**src/rtl/cppt_pkg.sv**
```systemverilog
// Shared types and constants for the convex polygon point test.
// Holds the item codes, controller states and the command/status structs
// that join the controller to the datapath. No dependencies.
package cppt_pkg;

  // Defaults for the top level parameters
  localparam int DEF_MAX_EDGES   = 16;
  localparam int DEF_COORD_WIDTH = 16;

  // Item kind carried on in_tuser
  typedef enum logic [1:0] {
    OP_ADD   = 2'd0,
    OP_QUERY = 2'd1,
    OP_CLEAR = 2'd2
  } op_t;

  // Sign of one cross product
  typedef enum logic [1:0] {
    SGN_ZERO = 2'd0,
    SGN_POS  = 2'd1,
    SGN_NEG  = 2'd2
  } sign_t;

  // Controller states
  typedef enum logic [1:0] {
    ST_IDLE  = 2'd0,
    ST_WALK  = 2'd1,
    ST_DRAIN = 2'd2,
    ST_DONE  = 2'd3
  } state_t;

  // Commands from the controller to the datapath
  typedef struct packed {
    logic load;    // latch the accepted word, restart the edge walk
    logic issue;   // read the next edge and advance the walk index
    logic commit;  // apply the item and load the result register
  } cmd_t;

  // Status from the datapath to the controller
  typedef struct packed {
    logic in_is_query;  // word on the input port is a query
    logic table_empty;  // no edges stored
    logic walk_last;    // current walk index is the last stored edge
    logic pipe_busy;    // cross product pipeline still holds an edge
    logic out_free;     // result register can take a new word
  } sts_t;

endpackage

```
**src/rtl/cppt_datapath.sv**
```systemverilog
// Datapath for the convex polygon point test: edge memory, bounding box,
// edge count, cross product pipeline and the result register.
// Depends on cppt_pkg; driven by cppt_ctrl commands.
module cppt_datapath
  import cppt_pkg::*;
#(
  parameter int MAX_EDGES   = DEF_MAX_EDGES,
  parameter int COORD_WIDTH = DEF_COORD_WIDTH,
  localparam int CNT_W  = $clog2(MAX_EDGES + 1),
  localparam int AW     = $clog2(MAX_EDGES),
  localparam int IN_W   = ((4 * COORD_WIDTH + 7) / 8) * 8,
  localparam int OUT_W  = ((2 + CNT_W + 4 * COORD_WIDTH + 7) / 8) * 8
)
(
  input  logic             clk,
  input  logic             rst_n,
  input  logic [IN_W-1:0]  in_tdata,
  input  logic [1:0]       in_tuser,
  output logic             out_tvalid,
  input  logic             out_tready,
  output logic [OUT_W-1:0] out_tdata,
  input  cmd_t             cmd,
  output sts_t             sts
);

  localparam int CW  = COORD_WIDTH;
  localparam int DW  = CW + 1;          // point minus edge start
  localparam int PW  = CW + DW;         // one product
  localparam int EW  = 4 * CW;          // one stored edge

  localparam logic signed [CW-1:0] COORD_TOP    = {1'b0, {(CW-1){1'b1}}};
  localparam logic signed [CW-1:0] COORD_BOTTOM = {1'b1, {(CW-1){1'b0}}};

  // Latched item
  op_t                 op_r;
  logic signed [CW-1:0] x_r, y_r, dx_r, dy_r;

  // Table state
  logic [CNT_W-1:0]     count_r, count_nxt;
  logic signed [CW-1:0] lo_x_r, lo_y_r, hi_x_r, hi_y_r;
  logic signed [CW-1:0] lo_x_nxt, lo_y_nxt, hi_x_nxt, hi_y_nxt;
  logic [EW-1:0]        mem [MAX_EDGES];
  logic                 mem_we;
  logic                 full;

  // Walk and pipeline
  logic [CNT_W-1:0]     idx_r;
  logic [EW-1:0]        rd_data_r;
  logic                 v1_r, v2_r, v3_r;
  logic signed [CW-1:0] ex, ey, evx, evy;
  logic signed [DW-1:0] dxq_r, dyq_r;
  logic signed [CW-1:0] vx_r, vy_r;
  logic signed [PW-1:0] p_r, q_r;
  sign_t                s_cur, ref_r;
  logic                 fail_r;

  // Result register
  logic                 out_valid_r;
  logic [OUT_W-1:0]     out_data_r;
  logic                 res_inside, res_status;

  // Latch the accepted word
  always_ff @(posedge clk) begin
    if (cmd.load) begin
      op_r <= op_t'(in_tuser);
      x_r  <= in_tdata[CW-1:0];
      y_r  <= in_tdata[2*CW-1:CW];
      dx_r <= in_tdata[3*CW-1:2*CW];
      dy_r <= in_tdata[4*CW-1:3*CW];
    end
  end

  // Apply the item to count and box
  always_comb begin
    full      = (count_r == CNT_W'(MAX_EDGES));
    count_nxt = count_r;
    lo_x_nxt  = lo_x_r;
    lo_y_nxt  = lo_y_r;
    hi_x_nxt  = hi_x_r;
    hi_y_nxt  = hi_y_r;
    mem_we    = 1'b0;
    case (op_r)
      OP_ADD: begin
        if (!full) begin
          mem_we    = cmd.commit;
          count_nxt = count_r + CNT_W'(1);
          if (x_r < lo_x_r) lo_x_nxt = x_r;
          if (y_r < lo_y_r) lo_y_nxt = y_r;
          if (x_r > hi_x_r) hi_x_nxt = x_r;
          if (y_r > hi_y_r) hi_y_nxt = y_r;
        end
      end
      OP_CLEAR: begin
        count_nxt = '0;
        lo_x_nxt  = COORD_TOP;
        lo_y_nxt  = COORD_TOP;
        hi_x_nxt  = COORD_BOTTOM;
        hi_y_nxt  = COORD_BOTTOM;
      end
      default: begin
      end
    endcase
  end

  // Table state registers
  always_ff @(posedge clk) begin
    if (!rst_n) begin
      count_r <= '0;
      lo_x_r  <= COORD_TOP;
      lo_y_r  <= COORD_TOP;
      hi_x_r  <= COORD_BOTTOM;
      hi_y_r  <= COORD_BOTTOM;
    end else if (cmd.commit) begin
      count_r <= count_nxt;
      lo_x_r  <= lo_x_nxt;
      lo_y_r  <= lo_y_nxt;
      hi_x_r  <= hi_x_nxt;
      hi_y_r  <= hi_y_nxt;
    end
  end

  // Edge memory: one write port, one registered read port
  always_ff @(posedge clk) begin
    if (mem_we) begin
      mem[count_r[AW-1:0]] <= {dy_r, dx_r, y_r, x_r};
    end
    if (cmd.issue) begin
      rd_data_r <= mem[idx_r[AW-1:0]];
    end
  end

  // Walk index
  always_ff @(posedge clk) begin
    if (cmd.load) begin
      idx_r <= '0;
    end else if (cmd.issue) begin
      idx_r <= idx_r + CNT_W'(1);
    end
  end

  // Pipeline valid bits
  always_ff @(posedge clk) begin
    if (!rst_n) begin
      v1_r <= 1'b0;
      v2_r <= 1'b0;
      v3_r <= 1'b0;
    end else begin
      v1_r <= cmd.issue;
      v2_r <= v1_r;
      v3_r <= v2_r;
    end
  end

  // Stage 2: point relative to edge start
  assign ex  = rd_data_r[CW-1:0];
  assign ey  = rd_data_r[2*CW-1:CW];
  assign evx = rd_data_r[3*CW-1:2*CW];
  assign evy = rd_data_r[4*CW-1:3*CW];

  always_ff @(posedge clk) begin
    if (v1_r) begin
      dxq_r <= DW'(x_r) - DW'(ex);
      dyq_r <= DW'(y_r) - DW'(ey);
      vx_r  <= evx;
      vy_r  <= evy;
    end
  end

  // Stage 3: the two products of the cross
  always_ff @(posedge clk) begin
    if (v2_r) begin
      p_r <= PW'(vx_r) * PW'(dyq_r);
      q_r <= PW'(vy_r) * PW'(dxq_r);
    end
  end

  // Stage 4: compare and track the reference sign
  always_comb begin
    if (p_r > q_r) begin
      s_cur = SGN_POS;
    end else if (p_r < q_r) begin
      s_cur = SGN_NEG;
    end else begin
      s_cur = SGN_ZERO;
    end
  end

  always_ff @(posedge clk) begin
    if (!rst_n) begin
      ref_r  <= SGN_ZERO;
      fail_r <= 1'b0;
    end else if (cmd.load) begin
      ref_r  <= SGN_ZERO;
      fail_r <= 1'b0;
    end else if (v3_r) begin
      if (ref_r == SGN_ZERO) begin
        ref_r <= s_cur;
      end else if (s_cur != ref_r) begin
        fail_r <= 1'b1;
      end
    end
  end

  // Result register
  assign res_inside = (op_r == OP_QUERY) && (count_r != '0) && !fail_r;
  assign res_status = (op_r == OP_ADD) && full;

  always_ff @(posedge clk) begin
    if (!rst_n) begin
      out_valid_r <= 1'b0;
    end else if (cmd.commit) begin
      out_valid_r <= 1'b1;
    end else if (out_tready) begin
      out_valid_r <= 1'b0;
    end
  end

  always_ff @(posedge clk) begin
    if (cmd.commit) begin
      out_data_r <= OUT_W'({hi_y_nxt, hi_x_nxt, lo_y_nxt, lo_x_nxt,
                            count_nxt, res_status, res_inside});
    end
  end

  assign out_tvalid = out_valid_r;
  assign out_tdata  = out_data_r;

  // Status to the controller
  assign sts.in_is_query = (in_tuser == OP_QUERY);
  assign sts.table_empty = (count_r == '0);
  assign sts.walk_last   = (idx_r + CNT_W'(1) == count_r);
  assign sts.pipe_busy   = v1_r | v2_r | v3_r;
  assign sts.out_free    = !out_valid_r || out_tready;

endmodule
```
**config.mk**
```make
export PLATFORM = sky130hd
export DESIGN_NAME = cppt_datapath
export DESIGN_NICKNAME = d
export VERILOG_FILES = /design/src/rtl/cppt_pkg.sv /design/src/rtl/cppt_datapath.sv
export SDC_FILE = /design/constraint.sdc
export NUM_CORES = 2
export LEC_CHECK = 0
export BUFFER_PORTS_ARGS = -buffer_cell sky130_fd_sc_hd__buf_2
export CORE_MARGIN = 5
export CORE_UTILIZATION = 55
export CTS_CLUSTER_DIAMETER = 60
export CTS_CLUSTER_SIZE = 16
export DETAILED_ROUTE_END_ITERATION = 10
export PLACE_DENSITY = 0.73
export SLEW_MARGIN = 15
export SYNTH_ARGS = -nofsm -noshare
export SYNTH_HDL_FRONTEND = slang
export SYNTH_SLANG_ARGS = --single-unit
```
**constraint.sdc**
```tcl
create_clock -name clk -period 12.1 [get_ports clk]
set_clock_uncertainty 0.15 [all_clocks]
set_input_delay 2.42 -clock clk [delete_from_list [all_inputs] [get_ports clk]]
set_output_delay 2.42 -clock clk [all_outputs]
set_load 0.01 [all_outputs]
```
==> impl_metrics.yaml <==
routing:
  drt-met1-wl_um: 67600
  wl_met3_um: 15900
  drt_iter0_drc: 3948
  drc: 0
  met2WireLength_um: 85200
  top_layer: "met4"
  first_pass_iters: 8
  wl_um: 174000
  wl_per_cell_um: 24.4
  vias_per_cell: 5.91
  num_vias: 42064
  ant_nets: 0
setup_path:
  crit_required_ns: 12.41
  worstPathArrival_ns: 7.36
  criticalPathCategory: "reg -> reg"
  cp_slowest_cell: "fa_1"
  cp-end-kind: "flop"
  cp-start-kind: "flop"
  crit_path_frequent_cell: "fa_1"
  path_cells: "nand2_1 > inv_1 > fa_1 > fa_1 > fa_1 > fa_1 > fa_1 > inv_1 > fa_1 > inv_1 > ha_1 > and3_1 > a221oi_1 > o21ai_1 > a221oi_1 > o21ai_1 > a211oi_1 > a21oi_1 > xnor2_1"
  cp_max_fo: 17
  cpPeakStageDelay_ns: 0.92
die:
  die_h_um: 384
  pin_count: 150
  rows: 137
  core_um2: 139000
  fp.dieArea_um2: 147000
  initial_core_util_pct: 55.2
  dieWidth_um: 384
sta:
  maxSlewHeadroom_pct: 24.7
  fin_crit_sh_pct: 58.2
  fmax_mhz: 142
  setup_violations: 0
  period_minus_slack_ns: 7.04
  drv_slew: 0
  tns_ns: 0
  worstMarginPinSlew_ns: 1.13
  rsz0062_at_grt: "no"
  hold_violations: 0
cts:
  clk_latency_ns: 0.75
  cts_setup_buffers: 0
  root_buffer: "clkbuf_16"
  cts.reportedPaths.clkPinSlew_ns: 0.06
  htree_levels: 3
  max-clock-path-buffers: 3
  cts_buffers: 111
  cts-resized-gates: 0
  cts_tree: "built"
  hold_buffers: 0
  cts.sinks: 1438
synthesis:
  syn_avg_cell_area_um2: 15.3
  synth_top_area_share_pct: 53.1
  yosysMostFrequentCell: "edfxtp_1"
  synthTopCellsByArea: "edfxtp_1 (53%), fa_1 (14%), mux4_2 (9.4%)"
  synth_cell_types: 81
  synth_top_flop_cell: "edfxtp_1"
  synthTopCellsByCount: "edfxtp_1 (1357), inv_1 (760), fa_1 (554)"
  syn_area_um2: 76800
  syn_inst: 5027
  synth_warnings: 0
  synth-edff-count: 1357
  syn-num-nets: 5953
  synth_top_cell_by_area: "edfxtp_1"
  async_reset_ff_share_pct: 0
  seq_area_frac_synth_pct: 55.2
  ys_ff_latch: 1438
final_layout:
  finalNetCount: 6095
  area_delta_synth_final_pct: 8.40
  drive_above_1_share_pct: 13.8
grt:
  grt_pass1_vias: 43935
  grt_antenna_before_repair: 13
  grt.overflow.total: 0
  grt_start_max_net_pins: 98
  grt_pass1_wl_um: 266000
  grtUsageTotal_pct: 24.1
placed_design:
  hpwl_um: 113000
  port-buffer-count: 148
  routabilityCongestion: 0.863
run:
  maxCapViolations: 0
status:
  outcome: "finished clean"
min_path:
  hold_class: "reg -> reg"
==> worst paths after layout <==
path	to	depth (start not counted)	startpoint	slack (ns)
worst min-delay path	vy_r[15]$_DFFE_PP_	0	rd_data_r[63]$_DFFE_PP_	0.27
worst max-delay path	q_r[32]$_DFFE_PP_	19	vy_r[1]$_DFFE_PP_	5.06
worst max register to register	q_r[32]$_DFFE_PP_	19	vy_r[1]$_DFFE_PP_	5.06
worst min register to register	vy_r[15]$_DFFE_PP_	0	rd_data_r[63]$_DFFE_PP_	0.27
==> per-stage QoR <==
step / area, µm² / instances / worst slack, ns / util (%) / hold WS (ns)
after floorplan: 76800 / 5027 / 4.12 / - / 0.250
after global placement: 79800 / 6931 / 5.16 / 57.4 / 0.253
after detailed placement: 79800 / 6931 / 5.08 / 57.4 / 0.255
after CTS: 83200 / 7115 / 5.06 / 59.8 / 0.271
after global routing: 83200 / 7116 / 4.67 / 59.8 / 0.282
final: 83300 / 7119 / 5.06 / 59.8 / 0.269
==> placed cells by master (no fill, tap or decap), types with 23 or more instances in the layout <==
master	instances
fa_1	554
edfxtp_1	1357
clkbuf_1	35
buf_4	65
clkbuf_16	112
mux4_2	320
nand2_1	302
o22a_1	60
a21oi_1	90
nand4_1	26
nor3_1	26
o21ai_1	35
nor2_1	105
dfxtp_1	75
nand3_1	36
ha_1	300
inv_1	760
and2_1	276
o21ai_0	41
a21o_1	47
nand2b_1	23
xnor2_1	77
buf_2	145
a22o_1	31
a32o_1	30
==> worst max-delay path: cells and delay by family (launching register included) <==
kind            cells  cell delay, ns
compound gates      6            1.29
xor+xnor            1            0.14
fa+ha+maj           7            3.93
buf+inv             3            0.19
flops               1            0.62
simple gates        2            0.46
==> registers in the layout (all words and copies together) (netlist names), 16 cells and up <==
signal,cells
dxq_r,17
lo_y_r,16
mem,1024
vx_r,16
lo_x_r,16
dx_r,16
vy_r,16
rd_data_r,64
p_r,33
x_r,16
hi_x_r,16
q_r,33
dyq_r,17
dy_r,16
out_tdata,71
hi_y_r,16
y_r,16
==> layer usage <==
layer	global-route usage (%)	up-vias
met5	0	-
met4	6.86	0
met3	4.87	268
met2	39.6	1703
met1	33.2	21923
li1	-	18170
==> cells by family (layout without fill, tap and decap cells) <==
| group | count (synthesis) | in the layout | synth area share (%) |
|---|---|---|---|
| fa+ha+maj | 854 | 854 | 19.3 |
| simple gates | 888 | 888 | 5.79 |
| buf+inv | 946 | 1159 | 4.63 |
| mux | 324 | 324 | 9.44 |
| xor+xnor | 98 | 98 | 1.12 |
| other cells | 1 | 4 | 0.00488 |
| flops | 1438 | 1438 | 55.2 |
| compound gates | 478 | 478 | 4.53 |
==> final cells by class <==
type | instances | area (µm²)
fillers | 10406 | 55900
flip-flops and latches | 1438 | 42400
multi-input cells | 2643 | 31000
clock buffers | 152 | 3000
inverters | 763 | 2860
well taps | 1876 | 2350
repair buffers | 212 | 1250
clock inverters | 32 | 379
diodes | 3 | 7.51
Power is left out: the tool's default activity adds up to more than one toggle a clock period on the data nets, which glitch-free logic cannot reach.
